`config.mk`:
```
export PLATFORM = sky130hd
export DESIGN_NAME = crbr_isqrt
export DESIGN_NICKNAME = d
export VERILOG_FILES = /design/src/design/contact_range_bearing_rate_macros.svh /design/src/design/crbr_pkg.sv /design/src/design/crbr_isqrt.sv
export SDC_FILE = /design/constraint.sdc
export NUM_CORES = 2
export LEC_CHECK = 0
export BUFFER_PORTS_ARGS = -buffer_cell sky130_fd_sc_hd__buf_2
export CAP_MARGIN = 20
export CORE_UTILIZATION = 50
export DETAILED_ROUTE_END_ITERATION = 8
export GPL_TIMING_DRIVEN = 0
export PLACE_DENSITY = 0.62
export SLEW_MARGIN = 20
export SYNTH_ARGS = -nofsm -noshare
export SYNTH_HDL_FRONTEND = slang
export SYNTH_MEMORY_MAX_BITS = 65536
export SYNTH_SLANG_ARGS = --single-unit
export TNS_END_PERCENT = 20
```
`constraint.sdc`:
```
create_clock -name clk_i -period 4.3 [get_ports clk_i]
set_input_delay 0.215 -clock clk_i [delete_from_list [all_inputs] [get_ports clk_i]]
set_output_delay 0.215 -clock clk_i [all_outputs]
set_load 0.005 [all_outputs]
```
`src/design/contact_range_bearing_rate_macros.svh`:
```
// Assertion macros for contact_range_bearing_rate
`ifndef CONTACT_RANGE_BEARING_RATE_MACROS_SVH
`define CONTACT_RANGE_BEARING_RATE_MACROS_SVH

`ifndef SYNTH
`define CRBR_ASSERT_IMP(lbl, clk, rst_n, ante, cons) \
  lbl: assert property (@(posedge clk) disable iff (!rst_n) (ante) |-> (cons)) \
    else $error("crbr assertion failed");
`define CRBR_ASSERT_NEXT(lbl, clk, rst_n, ante, cons) \
  lbl: assert property (@(posedge clk) disable iff (!rst_n) (ante) |=> (cons)) \
    else $error("crbr assertion failed");
`else
`define CRBR_ASSERT_IMP(lbl, clk, rst_n, ante, cons)
`define CRBR_ASSERT_NEXT(lbl, clk, rst_n, ante, cons)
`endif

`endif

```
`src/design/crbr_pkg.sv`:
```
package crbr_pkg;

  localparam int CORDIC_STEPS = 30;
  localparam int SQRT_STEPS   = 32;
  localparam int VEC_LAT      = CORDIC_STEPS + 1;
  localparam int ROT_LAT      = CORDIC_STEPS + 2;

  localparam logic [31:0] MAX_RANGE_RST  = 32'd355584;
  localparam logic [16:0] KN_PER_MPS_Q16 = 17'd127392;
  localparam logic        REG_MAX_RANGE  = 1'b0;

  typedef logic signed [32:0] diff_t;

  typedef struct packed {
    logic [15:0] hdg;
    logic [15:0] cog;
    logic [15:0] sog;
    logic [16:0] own_kn;
    logic        zero;
  } side_t;

  function automatic logic [31:0] atan_entry(input int unsigned idx);
    logic [31:0] v;
    case (idx)
      0:  v = 32'd536870912;
      1:  v = 32'd316933406;
      2:  v = 32'd167458907;
      3:  v = 32'd85004756;
      4:  v = 32'd42667331;
      5:  v = 32'd21354465;
      6:  v = 32'd10679838;
      7:  v = 32'd5340245;
      8:  v = 32'd2670163;
      9:  v = 32'd1335087;
      10: v = 32'd667544;
      11: v = 32'd333772;
      12: v = 32'd166886;
      13: v = 32'd83443;
      14: v = 32'd41722;
      15: v = 32'd20861;
      16: v = 32'd10430;
      17: v = 32'd5215;
      18: v = 32'd2608;
      19: v = 32'd1304;
      20: v = 32'd652;
      21: v = 32'd326;
      22: v = 32'd163;
      23: v = 32'd81;
      24: v = 32'd41;
      25: v = 32'd20;
      26: v = 32'd10;
      27: v = 32'd5;
      28: v = 32'd3;
      29: v = 32'd1;
      default: v = 32'd0;
    endcase
    return v;
  endfunction

endpackage

```
`src/design/crbr_isqrt.sv`:
```
module crbr_isqrt (
  input  logic        clk_i,
  input  logic        rst_ni,
  input  logic        valid_i,
  input  logic [63:0] rad_i,
  output logic        valid_o,
  output logic [31:0] root_o
);
  import crbr_pkg::*;

  logic [63:0] rad_q  [SQRT_STEPS];
  logic [33:0] rem_q  [SQRT_STEPS];
  logic [31:0] root_q [SQRT_STEPS];
  logic        v_q    [SQRT_STEPS];

  for (genvar k = 0; k < SQRT_STEPS; k++) begin : g_step
    logic [63:0] p_rad;
    logic [33:0] p_rem;
    logic [31:0] p_root;
    logic        p_v;
    logic [34:0] rem_t;
    logic [34:0] trial;

    if (k == 0) begin : g_first
      assign p_rad  = rad_i;
      assign p_rem  = '0;
      assign p_root = '0;
      assign p_v    = valid_i;
    end else begin : g_next
      assign p_rad  = rad_q[k-1];
      assign p_rem  = rem_q[k-1];
      assign p_root = root_q[k-1];
      assign p_v    = v_q[k-1];
    end

    assign rem_t = {p_rem[32:0], p_rad[63:62]};
    assign trial = {1'b0, p_root, 2'b01};

    always_ff @(posedge clk_i) begin
      rad_q[k] <= {p_rad[61:0], 2'b00};
      if (rem_t >= trial) begin
        rem_q[k]  <= 34'(rem_t - trial);
        root_q[k] <= {p_root[30:0], 1'b1};
      end else begin
        rem_q[k]  <= 34'(rem_t);
        root_q[k] <= {p_root[30:0], 1'b0};
      end
    end

    always_ff @(posedge clk_i or negedge rst_ni) begin
      if (!rst_ni) begin
        v_q[k] <= 1'b0;
      end else begin
        v_q[k] <= p_v;
      end
    end
  end

  assign root_o  = root_q[SQRT_STEPS-1];
  assign valid_o = v_q[SQRT_STEPS-1];

endmodule

```
==> results.md <==
- Internal power comes to roughly 0.046 W.
- The die span in x is 432 um.
- The non-filler instance count after layout is 12.2k.
- Setup slack on the worst reg-to-reg path comes out at 0.20 ns.
- Measured against its own limit, the worst slew margin works out to 27.7%.
- The leakage power total is 49.7 nW.
- The highest clock rate is roughly 240 MHz.
- In the final layout, the share of cells above drive strength 1 is 7.18%.
- The routed design could run at a clock period as short as 4.10 ns.
- In the routed design, unresolved DRC markers number 0.
- Counting along the longest clock path gives a buffer depth of 4.
- The pin count of the biggest net entering global routing is 33.
- The clock arrives with 0.0603 ns of skew.
- The worst setup path category is reg -> reg.
- At the end of routability-driven placement, the weighted congestion stood at 0.907.
- The total grt overflow is 0.
- In the synthesized netlist, the number of instances is between 9k and 10k.
- The fraction of synthesis flops using an asynchronous set or reset pin is 1.27%.
- Once the floorplan was initialized, standard cells occupied 50.4% of the core.
- The power per cell area is 596 nW/um^2.
- The worst hold path belongs to the class in -> reg.
- Once layout is complete, the utilization of the core stands at 58.1%.
- The total routing resource utilization after global routing is 21.7%.
- The tool flagged a number of max-cap violations equal to 0.
- The HPWL after detailed placement is around 150000 um.
- The signal on the critical path passes through inv_1, ha_1, o21ai_0, a22oi_1, a2111oi_2, nor3_1, o31ai_2, o31ai_2, clkbuf_1, clkbuf_1, a21oi_1.
- The sequential share of power is a little under half.
- For this run, the leading register cell type out of synthesis is sky130_fd_sc_hd__dfxtp_1.
- Relative to the synthesized area, the layout overhead comes to 15.2%.
- In this run the worst path has a maximum fanout of 10.
- The buffer type at the clock tree root is sky130_fd_sc_hd__clkbuf_16.
- 100 I/O pins were placed.
- The startpoint of the worst-slack reg-to-reg timing path is root_q[1][192]$_DFF_P_.
- Setup repair after global routing could not meet its margin everywhere.
- VDD sags by at most 0.000478 V.
- The die boundary height is about 430 um.
- The critical path starts at root_q[1][192]$_DFF_P_.
- The post-synthesis sequential element count is between 2k and 3k.
- The detail-routed net length per standard cell is ~17 um.
- For this run, the register share of the synthesized area comes to 54.9%.
- The clock network fraction of total power is 36.3%.
- Summing every instance area after synthesis gives 92400 sq um.
- The final-report hold violation count is 0.
- The CTS tree is built.
- Of all cell types, the one taking the most synthesized area is sky130_fd_sc_hd__dfxtp_1.
- The portion of the clock cycle consumed by the worst path in the final layout is 95.5%.
- Counting every sink on the clock net gives 2526.
- The routed design has just over 200000 um of wire.
- In this run the core area contains 157 standard-cell rows.
- The count of antenna-violating nets left after detailed routing is 0.
- The number of placed instances, taps included, is 11.6k.
- In this run the number of H-tree levels came out at 5.
- The startpoint identified for the worst hold timing path is rad_i[63].
- Clock-pin slew was measured on the worst setup and hold paths at 0.07 ns.
- For this run, the slowest stage of the critical path takes roughly 0.56 ns.
- STA classifies the critical path endpoint as a register.
- The net count reported at finish is 10.2k.
- Each instance of the synthesized netlist takes up on average roughly 10 sq um.
- During synthesis, Yosys emitted a total of 0 warnings.
- The DRC marker count from the first detailed-route iteration is roughly 3.9k.
- The number of different library cells used by synthesis comes to a little under 90.
- The number of antenna violations at the first check in global routing is 1.
- For the worst setup path, the data required time is 4.98 ns.
- The core region is about 180000 sq um.
- The most common cell after layout, fill and taps aside is sky130_fd_sc_hd__dfxtp_1.
- The die footprint is 187000 sq um.
- Buffers placed on the I/O ports in this run total between 90 and 100.
- The vias per cell is 5.23.
- Counting the buffers created by CTS gives 274.
- In the post-synthesis netlist, the biggest area contributors are sky130_fd_sc_hd__dfxtp_1 54%, sky130_fd_sc_hd__ha_1 7.6%, sky130_fd_sc_hd__xor2_1 3.8%.
- Of the total power, the share spent switching nets is 27.8%.
- The clock reaches the later pin of the worst-skew pair after 0.92 ns.
- The slew at the pin with the worst max-slew slack is 1.07 ns.
- The proportion of power drawn by combinational gates is 16.1%.
- The final-report max-slew violation count came to 0.
- On the critical path, the stage with the largest delay is an instance of sky130_fd_sc_hd__clkbuf_1.
- Counting every net in the synthesized netlist gives ~9.7k.
- The endpoint arrival time on the critical path is ~4.8 ns.
- The count of flip-flops with a built-in enable after synthesis is 0.
- The area share of the largest cell type after synthesis is 54.0%.
- In the layout the commonest cells are 2494 x sky130_fd_sc_hd__dfxtp_1, 712 x sky130_fd_sc_hd__inv_1, 695 x sky130_fd_sc_hd__nand2_1.
- The first global-routing pass estimated around 330000 um of wire.
- STA classifies the critical path startpoint as a register.
- The run finished with clean final reports.
- The first-pass iteration count of the detailed router is 6.
- Summed over all nets, the switching power comes to 0.0176 W.
- Setup violations remaining at the end of the flow were counted as 0.
- The number of global-route vias before repair is 63.1k.
- The total via count in the routed design is 64.0k.
==> state kept, by name, summed over array words and instances (netlist names) <==
name / flops
root_q: 528
g_step.p_v: 31
rem_q: 974
rad_q: 992
valid_o: 1
==> path summary, 6_finish.rpt <==
check	cells after the start	end
max	11	rem_q[1][247]$_DFF_P_
min	3	rem_q[0][1]$_DFF_P_
max in group asynchronous	4	g_step[10].p_v$_DFF_PN0_
min reg2reg	0	rad_q[0][196]$_DFF_P_
min in group asynchronous	4	g_step[26].p_v$_DFF_PN0_
max reg2reg	11	rem_q[1][247]$_DFF_P_
==> cells in the mapped netlist, types with 110 or more instances <==
master	n
sky130_fd_sc_hd__xnor2_1	394
sky130_fd_sc_hd__o21a_1	120
sky130_fd_sc_hd__or3_1	110
sky130_fd_sc_hd__xor2_1	406
sky130_fd_sc_hd__nor3_1	217
sky130_fd_sc_hd__nor2_1	499
sky130_fd_sc_hd__a21oi_1	474
sky130_fd_sc_hd__o21ai_0	512
sky130_fd_sc_hd__ha_1	561
sky130_fd_sc_hd__nand2b_1	112
sky130_fd_sc_hd__clkbuf_1	162
sky130_fd_sc_hd__dfxtp_1	2494
sky130_fd_sc_hd__nor4_1	120
sky130_fd_sc_hd__a21o_1	237
sky130_fd_sc_hd__nand2_1	695
sky130_fd_sc_hd__nand3_1	142
sky130_fd_sc_hd__inv_1	712
==> kinds of logic after synthesis <==
group,share of synthesized area [%]
and+or+nand+nor,12.6
other,0.00406
muxes,0.971
buffers and inverters,3.70
DFF,54.9
adders and majority gates,7.60
AOI/OAI and AO/OA,12.6
xor gates and xnor gates,7.58
==> final cells by class <==
cell class                 instances  area, sq um
buffer                           187          746
clock inverter                   103         1240
antenna                            2         5.00
sequential                      2526        50700
fill                           15800        76800
tap                             2464         3080
clock buffer                     361         7740
inverter                         716         2690
timing repair buffer             234         1850
multi-input combinational       5654        38300
==> critical path, delay by kind of cell, from the launching register on <==
family | cells | cell delay (ns)
DFF | 1 | 0.41
and+or+nand+nor | 1 | 0.32
buffers and inverters | 3 | 1.17
AOI/OAI and AO/OA | 6 | 1.66
adders and majority gates | 1 | 0.35
==> metal layers <==
metal | routed length (um) | GRT usage [%] | part of all wire [%]
met1 | 90800 | 27.9 | 45
met2 | 97600 | 37.2 | 48
met3 | 9240 | 3.13 | 4.5
met4 | 5640 | 7.05 | 2.8
met5 | 0 | 0 | 0
==> stage by stage <==
step                      TNS [ns]  area (sq um)  total power, W  setup slack, ns  hold slack [ns]
final                            0        106000          0.0634            0.195           0.0782
after detailed placement    -11.80         96000          0.0407           -0.532            0.301
after global placement      -18.88         96000          0.0406           -0.742            0.269
after floorplan                  0         92400          0.0373             1.01          -0.0806
after global routing        -0.135        106000          0.0668          -0.0513           0.0590
after CTS                        0        106000          0.0641           0.0328          0.00423
==> power groups by stage <==
| stage | registers [W] | clock network, W | logic, W |
|---|---|---|---|
| after detailed placement | 0.0307 | 0 | 0.0100 |
| after global placement | 0.0307 | 0 | 0.00990 |
| after CTS | 0.0302 | 0.0237 | 0.0102 |
| after floorplan | 0.0295 | 0 | 0.00782 |
| after global routing | 0.0306 | 0.0247 | 0.0115 |
| final | 0.0302 | 0.0231 | 0.0102 |
==> timing repair <==
item                                    in CTS  in global routing
gates resized for setup                     10                 26
endpoints found under the setup margin      75                140
gates cloned                                 0                  0
hold buffers                               134                  0
endpoints found under the hold margin       98                  0
setup buffers                                0                  0
No activity file was read; power rests on OpenSTA's default activity.
